### src/rtl/undirected_cycle_finder_unit_defines.svh
// Assertion macros for the undirected cycle finder.
// Used by the RTL files that carry assertions; expects clk_i and rst_ni in scope.
`ifndef UNDIRECTED_CYCLE_FINDER_UNIT_DEFINES_SVH
`define UNDIRECTED_CYCLE_FINDER_UNIT_DEFINES_SVH
`ifndef ASSERT_OFF
`define UCF_ASSERT(lbl, prop, msg) \
  lbl: assert property (@(posedge clk_i) disable iff (!rst_ni) prop) else $error(msg);
`define UCF_ASSERT_NEXT(lbl, ante, cons, msg) \
  `UCF_ASSERT(lbl, (ante) |=> (cons), msg)
`else
`define UCF_ASSERT(lbl, prop, msg)
`define UCF_ASSERT_NEXT(lbl, ante, cons, msg)
`endif
`endif

### src/rtl/ucf_pkg.sv
// Shared types and constants of the undirected cycle finder.
// No dependencies; used by the interfaces, controller, datapath and top level.
package ucf_pkg;

  localparam int VW = 11;  // vertex id, position and length width

  localparam logic [1:0] MODE_ADD  = 2'd0;
  localparam logic [1:0] MODE_RUN  = 2'd1;
  localparam logic [1:0] MODE_READ = 2'd2;

  localparam logic [1:0] ST_OK   = 2'd0;
  localparam logic [1:0] ST_FULL = 2'd1;
  localparam logic [1:0] ST_BAD  = 2'd2;

  localparam logic [2:0] ADDR_VCOUNT = 3'd0;

  typedef enum logic [4:0] {
    OP_NONE, OP_INIT, OP_LOAD, OP_DISP,
    OP_ERA, OP_EWA, OP_ERB, OP_EWB, OP_ELB,
    OP_CLR, OP_ROOT, OP_RCHK, OP_RHEAD, OP_TOP, OP_POP, OP_EDGE, OP_VIS, OP_PUSH,
    OP_CSTART, OP_CCHK, OP_CRD, OP_FIN
  } op_e;

  typedef struct packed {
    op_e  op;
    logic load_out;
  } cmd_t;

  typedef struct packed {
    logic [1:0] mode;
    logic       edge_bad;
    logic       edge_full;
    logic       cnt_last;
    logic       root_stop;
    logic       vis_rd;
    logic       it_end;
    logic       depth_one;
    logic       v_bad;
    logic       depth_full;
    logic       flag;
    logic       chain_go;
  } sts_t;

endpackage

### src/rtl/ucf_ctrl.sv
// Sequencer of the cycle finder: one-hot state machine issuing datapath commands.
// Depends on ucf_pkg (cmd_t, sts_t, mode codes).
module ucf_ctrl (
  input  logic          clk_i,
  input  logic          rst_ni,
  input  logic          in_valid_i,
  output logic          in_ready_o,
  output logic          out_valid_o,
  input  logic          out_ready_i,
  input  ucf_pkg::sts_t sts_i,
  output ucf_pkg::cmd_t cmd_o
);
  import ucf_pkg::*;

  typedef enum logic [20:0] {
    S_INIT   = 21'h000001, S_IDLE  = 21'h000002, S_DISP  = 21'h000004,
    S_ERA    = 21'h000008, S_EWA   = 21'h000010, S_ERB   = 21'h000020,
    S_EWB    = 21'h000040, S_ELB   = 21'h000080, S_CLR   = 21'h000100,
    S_ROOT   = 21'h000200, S_RCHK  = 21'h000400, S_RHEAD = 21'h000800,
    S_TOP    = 21'h001000, S_POP   = 21'h002000, S_EDGE  = 21'h004000,
    S_VIS    = 21'h008000, S_PUSH  = 21'h010000, S_CSTART = 21'h020000,
    S_CCHK   = 21'h040000, S_CRD   = 21'h080000, S_FIN   = 21'h100000
  } state_e;

  state_e state_q, state_d;
  logic   out_valid_q, out_valid_d;
  logic   out_free;

  assign out_free    = !out_valid_q || out_ready_i;
  assign in_ready_o  = (state_q == S_IDLE);
  assign out_valid_o = out_valid_q;

  always_comb begin
    state_d         = state_q;
    cmd_o.op        = OP_NONE;
    cmd_o.load_out  = 1'b0;
    out_valid_d     = out_valid_q && !out_ready_i;
    unique case (state_q)
      S_INIT: begin
        cmd_o.op = OP_INIT;
        if (sts_i.cnt_last) state_d = S_IDLE;
      end
      S_IDLE: begin
        if (in_valid_i) begin
          cmd_o.op = OP_LOAD;
          state_d  = S_DISP;
        end
      end
      S_DISP: begin
        cmd_o.op = OP_DISP;
        unique case (sts_i.mode)
          MODE_ADD: state_d = (sts_i.edge_bad || sts_i.edge_full) ? S_FIN : S_ERA;
          MODE_RUN: state_d = S_CLR;
          default:  state_d = S_FIN;
        endcase
      end
      S_ERA: begin cmd_o.op = OP_ERA; state_d = S_EWA; end
      S_EWA: begin cmd_o.op = OP_EWA; state_d = S_ERB; end
      S_ERB: begin cmd_o.op = OP_ERB; state_d = S_EWB; end
      S_EWB: begin cmd_o.op = OP_EWB; state_d = S_ELB; end
      S_ELB: begin cmd_o.op = OP_ELB; state_d = S_FIN; end
      S_CLR: begin
        cmd_o.op = OP_CLR;
        if (sts_i.cnt_last) state_d = S_ROOT;
      end
      S_ROOT: begin
        cmd_o.op = OP_ROOT;
        state_d  = sts_i.root_stop ? S_CSTART : S_RCHK;
      end
      S_RCHK: begin
        cmd_o.op = OP_RCHK;
        state_d  = sts_i.vis_rd ? S_ROOT : S_RHEAD;
      end
      S_RHEAD: begin cmd_o.op = OP_RHEAD; state_d = S_TOP; end
      S_TOP: begin
        cmd_o.op = OP_TOP;
        if (sts_i.it_end) state_d = sts_i.depth_one ? S_ROOT : S_POP;
        else              state_d = S_EDGE;
      end
      S_POP: begin cmd_o.op = OP_POP; state_d = S_TOP; end
      S_EDGE: begin
        cmd_o.op = OP_EDGE;
        state_d  = sts_i.v_bad ? S_TOP : S_VIS;
      end
      S_VIS: begin
        cmd_o.op = OP_VIS;
        state_d  = (!sts_i.vis_rd && !sts_i.depth_full) ? S_PUSH : S_TOP;
      end
      S_PUSH: begin cmd_o.op = OP_PUSH; state_d = S_TOP; end
      S_CSTART: begin
        cmd_o.op = OP_CSTART;
        state_d  = sts_i.flag ? S_CCHK : S_FIN;
      end
      S_CCHK: begin
        cmd_o.op = OP_CCHK;
        state_d  = sts_i.chain_go ? S_CRD : S_FIN;
      end
      S_CRD: begin cmd_o.op = OP_CRD; state_d = S_CCHK; end
      S_FIN: begin
        cmd_o.op = OP_FIN;
        // hold the result until the output register frees up
        if (out_free) begin
          cmd_o.load_out = 1'b1;
          out_valid_d    = 1'b1;
          state_d        = S_IDLE;
        end
      end
      default: state_d = S_IDLE;
    endcase
  end

  always_ff @(posedge clk_i or negedge rst_ni) begin
    if (!rst_ni) begin
      state_q     <= S_INIT;
      out_valid_q <= 1'b0;
    end else begin
      state_q     <= state_d;
      out_valid_q <= out_valid_d;
    end
  end

endmodule

### config.mk
export PLATFORM = sky130hd
export DESIGN_NAME = ucf_ctrl
export DESIGN_NICKNAME = d
export VERILOG_FILES = /design/src/rtl/undirected_cycle_finder_unit_defines.svh /design/src/rtl/ucf_pkg.sv /design/src/rtl/ucf_ctrl.sv
export SDC_FILE = /design/constraint.sdc
export NUM_CORES = 1
export LEC_CHECK = 0
export BUFFER_PORTS_ARGS = -buffer_cell sky130_fd_sc_hd__buf_2
export CAP_MARGIN = 20
export CORE_UTILIZATION = 59
export DETAILED_ROUTE_END_ITERATION = 8
export GPL_TIMING_DRIVEN = 0
export PLACE_DENSITY = 0.83
export SYNTH_ARGS = -nofsm -noshare
export SYNTH_HDL_FRONTEND = slang
export SYNTH_SLANG_ARGS = --single-unit
### constraint.sdc
create_clock -name clk_i -period 4.7 [get_ports clk_i]
set_input_delay 0.94 -clock clk_i [delete_from_list [all_inputs] [get_ports clk_i]]
set_output_delay 0.94 -clock clk_i [all_outputs]
set_load 0.005 [all_outputs]
==> results of run 1 <==
## state kept, by name, indices dropped and copies added, names as in the netlist
signal and cells:
state_q 21, out_valid_o 1
## cell families after synthesis
group	Yosys count
buffers and inverters	16
AND/OR/NAND/NOR	103
AO/OA/AOI/OAI	20
flip-flops	22
multiplexers	4
XOR/XNOR	7
## worst max-delay path by stage
stage / slack (ps) / from / end
6_report: 900 / state_q[5] / cmd_o[2]
5_1_grt: 770 / state_q[17] / cmd_o[2]
4_1_cts: 920 / state_q[13] / cmd_o[2]
3_5_place_dp: 1290 / state_q[13] / cmd_o[2]
3_3_place_gp: 1370 / state_q[13] / cmd_o[2]
2_1_floorplan: 1580 / state_q[13] / cmd_o[3]
## final cells by class
class                      instances  area, um2  share of cell area [%]
buffer                            11      58.81                   3.451
clock buffer                       4      26.28                   1.542
inverter                           5      18.77                   1.101
multi-input combinational        134      890.9                   52.28
sequential                        22      551.8                   32.38
tap                               30      37.54                   2.203
timing repair buffer              24      120.1                   7.048
## metal layers
| metal | track usage [%] | share of wire (%) | up-vias |
|---|---|---|---|
| li1 | - | - | 707 |
| met1 | 41.40 | 42 | 688 |
| met2 | 47.26 | 46 | 69 |
| met3 | 5.217 | 9.0 | 14 |
| met4 | 11.40 | 2.7 | 0 |
| met5 | 0 | 0 | - |
## power by group through the flow
stage	logic, uW	clock network (uW)	registers, uW
2_1_floorplan	185	0	213
3_3_place_gp	245	0	214
3_5_place_dp	253	0	215
4_1_cts	253	95.5	211
5_1_grt	283	105	213
6_report	254	94.0	212
## worst max-delay path, stage by stage, from the launching register on
cell      delay, ps
dfrtp_1         470
or4_1           660
nor3_1          330
buf_2           260
nand4_1         250
and4b_1         320
nand4b_1        120
buf_2           130
## placed cells by master, fill, tap and decap left out, types with 3 or more instances in the layout
| master | n |
|---|---|
| or4_1 | 4 |
| mux2i_1 | 4 |
| nand4_1 | 5 |
| and2_1 | 3 |
| nor2_1 | 27 |
| or3_1 | 3 |
| nor3b_1 | 3 |
| dfrtp_1 | 21 |
| buf_2 | 26 |
| clkbuf_4 | 3 |
| nor3_1 | 10 |
| nor4_1 | 5 |
| nand2_1 | 4 |
| xor2_1 | 4 |
| and3_1 | 3 |
| nand3_1 | 11 |
| inv_1 | 5 |
| xnor2_1 | 3 |
| nand4b_1 | 4 |
| or4_4 | 3 |
| nor4b_1 | 5 |
| clkbuf_1 | 8 |
| o21ai_0 | 4 |
## cells in the mapped netlist, types with 2 or more instances
cell type / n / area share [%]
a41oi_1: 2 / 1.2
and2_1: 3 / 1.2
and3_1: 3 / 1.2
buf_2: 2 / 0.66
buf_6: 2 / 1.5
clkbuf_1: 7 / 1.7
dfrtp_1: 21 / 35
inv_1: 5 / 1.2
mux2i_1: 4 / 2.6
nand2_1: 4 / 0.99
nand3_1: 11 / 3.6
nand4_1: 5 / 2.1
nand4b_1: 4 / 2.3
nor2_1: 27 / 6.7
nor3_1: 10 / 3.3
nor3b_1: 3 / 1.5
nor4_1: 5 / 2.1
nor4_4: 2 / 2.8
nor4b_1: 5 / 2.9
o2111ai_1: 2 / 1.2
o21ai_0: 4 / 1.3
or2_2: 2 / 0.82
or3_1: 3 / 1.2
or4_1: 4 / 2.0
or4_4: 3 / 2.2
xnor2_1: 3 / 1.7
xor2_1: 4 / 2.3
## stage by stage
step	power, uW	area, um2	hold WS (ps)
2_1_floorplan	397.5	1520	499.2
3_3_place_gp	459.1	1678	521.4
3_5_place_dp	467.7	1678	524.6
4_1_cts	560.1	1704	545.4
5_1_grt	600.8	1704	567.5
6_report	559.4	1704	547.7
==> metrics.cfg, run 1 <==
[clocking]
cts_resized = 0
clk_pin_slew_ps = 130
holdBufCountCts = 0
worstSkewPairLatency_ps = 320
post-cts-setup-buffers = 0
cts-root-buf = clkbuf_4
cts_tree = yes
cts.path.max_buffers = 2
cts.sinks = 22
htreeDepth = 1
cts_buffers = 3

[hold_path]
hp-class = reg -> reg
whs_path_depth = 1
min_from = state_q[0]
holdPathEnd = state_q[0]

[timing]
max_freq_mhz = 263.4
fin_crit_ps = 3797
period_share_pct = 80.79
worst_slew_pin_slew_ps = 489.0
setup_viol = 0
final_max_slew_viol_count = 0
slew_headroom_pct = 67.40
hold_violations = 0
finalSetupTns_ps = 0
rsz0062_at_grt = no
fin_skew_ps = 6.771
layout_setup_ws_ps = 903.0

[power]
seq_power_share_pct = 37.9
vdd_ir_drop_max_mv = 0.3099
p_sw_uw = 218.0
switching_share_pct = 38.97
power_frac_clock_pct = 16.8
p_leak_uw = 0.0007963
power.density_mw_per_mm2 = 328.2
power_frac_comb_pct = 45.3
intPower_uw = 341.4

[final_layout]
post-route-util_pct = 69.42
fin_nets = 218
diodes = 0
fill_cells = 219
instances_no_fill = 230
syn_to_final_growth_pct = 12.10
drive_gt1_share_pct = 21.00

[yosys]
synth_mux_area_share_pct = 2.634
synth_compound_area_share_pct = 9.959
synth_edf_count = 0
synth_seq_cells = 22
netlist_instances = 172
async_flop_share_pct = 100.0
synth-xor-area-share_pct = 4.033
synth_nets = 189
synthSimpleGateAreaFrac_pct = 41.98
synth_top_family_by_area = simple AND/OR/NAND/NOR gates
synth_seq_area_share_pct = 36.30
yosysWarnings = 0
ys_types = 49
synthAdderAreaFrac_pct = 0
syn_area_mm2 = 0.001520
ys.flop_type = dfrtp_1
syn_avg_cell_area_um2 = 8.838

[route]
firstDrtPassIters = 4
ant_nets = 0
via_count = 1478
drc_errors = 0
drtIter0Drc = 49
vias_per_cell = 6.426
wirelength_um = 3713
wl_per_cell_um = 16.14

[critical_path]
cp.required_ps = 3760
r2r_cells = 5
rr_startpoint = state_q[5]
crit_fanout = 10
r2r_slack_ps = 2200
critPathKind = reg -> out
end_kind = output port
cp.arrival_ps = 2860
r2r_end = state_q[1]
worstSetupStartpointType = flop

[die]
dieArea_mm2 = 0.002784
dieWidth_um = 52.76
start_util_pct = 61.93
fp.coreArea_mm2 = 0.002455
rows = 18
io_pins = 25
die_y_um = 52.76

[flow_run]
cap_violations = 0

[grt]
grt_max_degree = 23
grt_remaining_overflow = 0
grt_pass1_wl_um = 5940
grt_pass1_vias = 1266
antenna_found_initial = 0
track_usage_pct = 30.30

[place]
portBuffers = 24
place_ws_ps = 1288
hpwl_um = 2928
dp.cells = 226
gp_congestion = 0.9269

[status]
outcome = complete, no violations

No activity file was read; power rests on OpenSTA's default activity.
==> run 2, diff against run 1 <==
- ABC_AREA: unset -> 1
- CORE_UTILIZATION: 59 -> 50
- PLACE_DENSITY: 0.83 -> 0.75
- clock period: 4.7 -> 3.4 ns (I/O delays scaled with it)
==> run 2 against run 1 <==
- the flow now finishes with violations (DRC)
- setup slack worse by 110 ps
- wire length shrank 16%
- worst hold slack worse by 230 ps
- register-to-register slack got worse by 490 ps
- area after synthesis up 0.49%
- via count shrank 7.5%
- critical path depth grew 3
- count of clock-buffer cells in the layout stayed put
- flip-flop and latch count did not move
- critical path type unchanged
- critical endpoint is now cmd_o[1]
- largest power group unchanged
==> metrics.cfg, run 2 <==
[yosys]
netlist_instances = 215  ; +25%
yosysMostFrequentCell = nor2_1
synth_edf_count = 0  ; unchanged
syn_area_mm2 = 0.001528  ; +0.49%
synth_largest_area_cell = dfrtp_1
synth_seq_cells = 22  ; unchanged
ys_types = 25  ; -49%
yosys-top-cells-area = dfrtp_1 34%, nor2_1 12%, inv_1 8.6%
syn_avg_cell_area_um2 = 7.106  ; -20%
async_flop_share_pct = 100.0  ; unchanged
synth_seq_area_share_pct = 36.12  ; -0.18 points
ys.flop_type = dfrtp_1
ys_top_cells_by_count = 47 x nor2_1, 35 x inv_1, 32 x nand2_1
yosysWarnings = 0  ; unchanged
synth_top_area_share_pct = 34.40  ; -0.17 points
synth_nets = 232  ; +23%

[timing]
hold_slack_ps = 314.2  ; -233.6 ps
period_share_pct = 76.66
setup_viol = 0  ; unchanged
final_max_slew_viol_count = 0  ; unchanged
worst_slew_pin_slew_ps = 497.0  ; +7.992 ps
max_freq_mhz = 383.7
finalSetupTns_ps = 0  ; unchanged
fin_crit_ps = 2606
fin_skew_ps = 3.956  ; -2.815 ps
slew_headroom_pct = 66.87  ; -0.53 points
rsz0062_at_grt = no
layout_setup_ws_ps = 793.6  ; -109.4 ps
hold_violations = 0  ; unchanged

[power]
power.density_mw_per_mm2 = 457.2  ; +39%
vdd_ir_drop_max_mv = 0.1769  ; -43%
power_uw = 787.8  ; +41%
p_leak_uw = 0.001017  ; +28%

[final_layout]
fin_nets = 261  ; +20%
largest_reg_flops = 21  ; unchanged
syn_to_final_growth_pct = 12.78
layout_commonest_cell = nor2_1
largest-register = state_q
instances_no_fill = 274  ; +19%
fill_cells = 279  ; +27%
drive_gt1_share_pct = 27.16  ; +6.2 points
diodes = 0  ; unchanged
final_cell_mix = 47 x nor2_1, 35 x inv_1, 32 x nand2_1

[critical_path]
path_cells = nor2_2 -> nand2_4 -> nor2_8 -> nand3_2 -> inv_1 -> nand2_1 -> inv_1 -> nor3_1 -> nand3_1 -> buf_2
worstSetupStartpointType = flop
cp.required_ps = 2720  ; -1040 ps
critPathMaxStageDelay_ps = 420  ; -240 ps
cp.buffers_inverters = 3  ; +1
cp_top_family = simple AND/OR/NAND/NOR gates
crit_fanout = 10  ; unchanged
cp_common_cell = inv_1
slowest_stage = dfrtp_1
cp.arrival_ps = 1930  ; -930 ps
critPathKind = reg -> out
end_kind = output port
r2r_cells = 12  ; +7
worstSetupPathDepth = 10  ; +3

[hold_path]
hp-class = in -> async

[grt]
grt_pass1_vias = 1214  ; -4.1%
track_usage_pct = 21.17  ; -9.1 points
antenna_found_initial = 0  ; unchanged
grt_pass1_wl_um = 5292  ; -11%
grt_remaining_overflow = 0  ; unchanged
grt_max_degree = 23  ; unchanged

[clocking]
holdBufCountCts = 0  ; unchanged
htreeDepth = 1  ; unchanged
clk_pin_slew_ps = 120  ; about the same
post-cts-setup-buffers = 0  ; unchanged
cts.path.max_buffers = 2  ; unchanged
cts.sinks = 22  ; unchanged
cts_resized = 0  ; unchanged
cts-root-buf = clkbuf_4
worstSkewPairLatency_ps = 310  ; about the same
cts_tree = yes
cts_buffers = 3  ; unchanged

[place]
dp.cells = 270  ; +19%
portBuffers = 24  ; unchanged
hpwl_um = 2581  ; -12%
gp_congestion = 0.8700  ; -6.1%
place_ws_ps = 1137  ; -150.2 ps

[die]
dieWidth_um = 57.28  ; +8.6%
dieArea_mm2 = 0.003280  ; +18%
fp.coreArea_mm2 = 0.002829  ; +15%
die_y_um = 57.28  ; +8.6%
io_pins = 25  ; unchanged
rows = 19  ; +1
start_util_pct = 54.00  ; -7.9 points

[flow_run]
cap_violations = 0  ; unchanged

[route]
via_count = 1367  ; -7.5%
vias_per_cell = 4.989  ; -22%
drc_errors = 1  ; +1
wirelength_um = 3126  ; -16%
ant_nets = 0  ; unchanged
firstDrtPassIters = 6  ; +2
wl_per_cell_um = 11.41  ; -29%
drtIter0Drc = 59  ; +20%

[status]
outcome = complete, but fails checks
violations = DRC

[run 2: changes by cell type in the layout (fill, tap and decap cells not counted), sizes merged, moves of 15 or more]
cell / change
inv: +32
nand2: +39
nand3: +15
nor2: +36
[run 2: final timing paths]
kind                        startpoint    endpoint  slack (ps)
max                        state_q[13]    cmd_o[1]         790
min                             rst_ni  state_q[3]         310
max reg2reg                state_q[13]  state_q[1]        1710
min reg2reg                 state_q[0]  state_q[0]         480
max in group asynchronous       rst_ni  state_q[0]        2730
min in group clk_i          state_q[0]  state_q[0]         480
[run 2: final cells by class]
| type | instances | area [um2] | area share (%) |
|---|---|---|---|
| buffer | 1 | 11.26 | 0.6536 |
| clock buffer | 4 | 36.28 | 2.106 |
| inverter | 37 | 138.9 | 8.061 |
| multi-input combinational | 155 | 825.8 | 47.93 |
| sequential | 22 | 551.8 | 32.03 |
| tap | 31 | 38.79 | 2.251 |
| timing repair buffer | 24 | 120.1 | 6.972 |
[run 2: where the power goes]
| group | switching, uW | internal, uW |
|---|---|---|
| sequential | 13.7 | 280 |
| combinational | 222 | 127 |
| clock | 79.4 | 65.4 |
| total | 315 | 473 |
[run 2: cell families after synthesis]
logic type / Yosys count / share of synthesized area, %
buffers and inverters: 38 / 9.828
AND/OR/NAND/NOR: 146 / 49.55
AO/OA/AOI/OAI: 9 / 4.504
flip-flops: 22 / 36.12
[run 2: per-layer routing]
metal,global-route usage [%],share of wire (%)
met5,0,0
met4,7.317,1.4
met3,2.268,4.3
met2,33.45,47
met1,30.38,47
[run 2: stage by stage]
step	cell area (um2)	util, %
floorplan	1528	-
finish	1723	60.90
global route	1723	60.90
global placement	1687	59.62
detailed placement	1687	59.62
CTS	1723	60.90
==> run 3, diff against run 2 <==
- clock period: 3.4 -> 2.3 ns (I/O delays scaled with it)
==> run 3 against run 2 <==
- the flow finishes with violations (DRC, setup timing)
- non-clock buffer count up 18
- clock power rose by 49%
- cell count up 6.6%
- die area is the same
- final area up 14%
- via count rose by 9.4%
- clock skew fell by 1.2 ps
- core utilization rose by 8.5 points
- wire length increased by 15%
- total power is 68% higher
- critical path depth shrank 1
==> metrics.cfg, run 3 (same netlist as run 2, synthesis figures left out) <==
[die]
start_util_pct = 54.00  ; unchanged
fp.coreArea_mm2 = 0.002829  ; unchanged
rows = 19  ; unchanged
io_pins = 25  ; unchanged
die_y_um = 57.28  ; unchanged
dieArea_mm2 = 0.003280  ; unchanged
dieWidth_um = 57.28  ; unchanged

[critical_path]
r2r_cells = 9  ; -3
crit_fanout = 6  ; -4
cp.required_ps = 1840  ; -880 ps
critPathMaxStageDelay_ps = 440  ; +20 ps
worstSetupStartpointType = flop
worstSetupPathDepth = 9  ; -1
cp_top_family = simple AND/OR/NAND/NOR gates
cp.arrival_ps = 1860  ; -70 ps
cp.buffers_inverters = 1  ; -2
end_kind = output port
path_cells = nor2_4 -> nand2_4 -> nor2_8 -> nand2_4 -> or2_4 -> nand2_1 -> nor2_1 -> nand4_1 -> buf_2
cp_common_cell = nand2_4
critPathKind = reg -> out
slowest_stage = dfrtp_1

[final_layout]
drive_gt1_share_pct = 36.78  ; +9.6 points
syn_to_final_growth_pct = 28.50
layout_commonest_cell = nor2_1
diodes = 0  ; unchanged
final_cell_mix = 46 x nor2_1, 34 x inv_1, 28 x nand2_1
largest-register = state_q
largest_reg_flops = 21  ; unchanged
fin_nets = 279  ; +6.9%
fill_cells = 245  ; -12%

[route]
highest-signal-layer = met4
wirelength_um = 3609  ; +15%
vias_per_cell = 5.120  ; +2.6%
wl_met1_um = 1574  ; +6.5%
wl_per_cell_um = 12.36  ; +8.3%
via_count = 1495  ; +9.4%
wl_met3_um = 156  ; +17%
ant_nets = 0  ; unchanged
firstDrtPassIters = 6  ; unchanged
wl_met2_um = 1814  ; +23%
drc_errors = 2  ; +1
drtIter0Drc = 67  ; +14%

[timing]
period_share_pct = 100.8
slew_headroom_pct = 66.88  ; about the same
rsz0062_at_grt = yes
worst_slew_pin_slew_ps = 496.8  ; -0.1081 ps
fin_skew_ps = 2.748  ; -1.208 ps
layout_setup_ws_ps = -18.15  ; -811.7 ps
max_freq_mhz = 431.4
setup_viol = 2  ; +2
final_max_slew_viol_count = 0  ; unchanged
hold_slack_ps = 90.45  ; -223.7 ps
finalSetupTns_ps = -26.17  ; -26.17 ps
hold_violations = 0  ; unchanged
fin_crit_ps = 2318

[power]
power_frac_clock_pct = 16.3  ; -2.1 points
power_frac_comb_pct = 50.3  ; +6.0 points
p_leak_uw = 0.001126  ; +11%
switching_share_pct = 40.07  ; +0.049 points
seq_power_share_pct = 33.4  ; -3.9 points
vdd_ir_drop_max_mv = 0.2964  ; +68%
intPower_uw = 791.6  ; +68%
p_sw_uw = 529.3  ; +68%
power.density_mw_per_mm2 = 672.9  ; +47%

[grt]
grt_pass1_vias = 1285  ; +5.8%
antenna_found_initial = 0  ; unchanged
grt_max_degree = 23  ; unchanged
grt_remaining_overflow = 0  ; unchanged
grt_pass1_wl_um = 5554  ; +5.0%
track_usage_pct = 22.08  ; +0.92 points

[clocking]
cts_tree = yes
htreeDepth = 1  ; unchanged
cts.sinks = 22  ; unchanged
worstSkewPairLatency_ps = 310  ; about the same
clk_pin_slew_ps = 120  ; about the same
cts-root-buf = clkbuf_4
holdBufCountCts = 0  ; unchanged
cts.path.max_buffers = 2  ; unchanged
cts_buffers = 3  ; unchanged

[hold_path]
hp-class = in -> async

[flow_run]
cap_violations = 0  ; unchanged

[place]
portBuffers = 24  ; unchanged
hpwl_um = 2581  ; unchanged
place_ws_ps = 257.5  ; -880.0 ps
gp_congestion = 0.8700  ; unchanged

[status]
outcome = complete, but fails checks
violations = DRC, setup timing

## run 3: area by class of cell
class	count	area, um2	share of cell area (%)
Multi-Input combinational cell	155	914.6	46.59
Sequential cell	22	551.8	28.11
Timing Repair Buffer	42	271.5	13.83
Inverter	37	138.9	7.075
Tap cell	31	38.79	1.976
Clock buffer	4	36.28	1.848
Buffer	1	11.26	0.5736
## run 3: path summary, 6_finish.rpt
| path | from | end | slack, ps |
|---|---|---|---|
| max | state_q[4] | cmd_o[3] | -20 |
| min | rst_ni | state_q[3] | 90 |
| max reg2reg | state_q[10] | state_q[20] | 530 |
| min reg2reg | out_valid_o | out_valid_o | 570 |
| max in group asynchronous | rst_ni | state_q[0] | 1860 |
| min in group clk_i | sts_i[7] | state_q[10] | 300 |
## run 3: timing repair
| item | in CTS | in global routing |
|---|---|---|
| resized for setup | 10 | 12 |
| pin swaps | 3 | 12 |
| endpoints found under the setup margin | 5 | 5 |
| setup buffers | 5 | 13 |
## run 3: power by group through the flow
stage          Combinational [uW]  Sequential, uW  Clock, uW
2_1_floorplan                 388             441          0
3_3_place_gp                  511             442          0
3_5_place_dp                  515             442          0
4_1_cts                       550             436        221
5_1_grt                       731             445        237
6_report                      665             441        216
## run 3: through the flow
| stage | util, % | power [uW] | std cells | instance area, um2 |
|---|---|---|---|---|
| floorplan | - | 828.6 | 215 | 1528 |
| global placement | 59.62 | 952.6 | 270 | 1687 |
| detailed placement | 59.62 | 957.4 | 270 | 1687 |
| CTS | 64.26 | 1206 | 279 | 1818 |
| global route | 69.39 | 1413 | 292 | 1963 |
| finish | 69.39 | 1321 | 292 | 1963 |
## run 3: metal layers
layer,vias to the layer above,track usage (%)
met3,7,2.268
met1,693,30.81
li1,764,-
met5,-,0
met2,31,36.13
met4,0,7.317
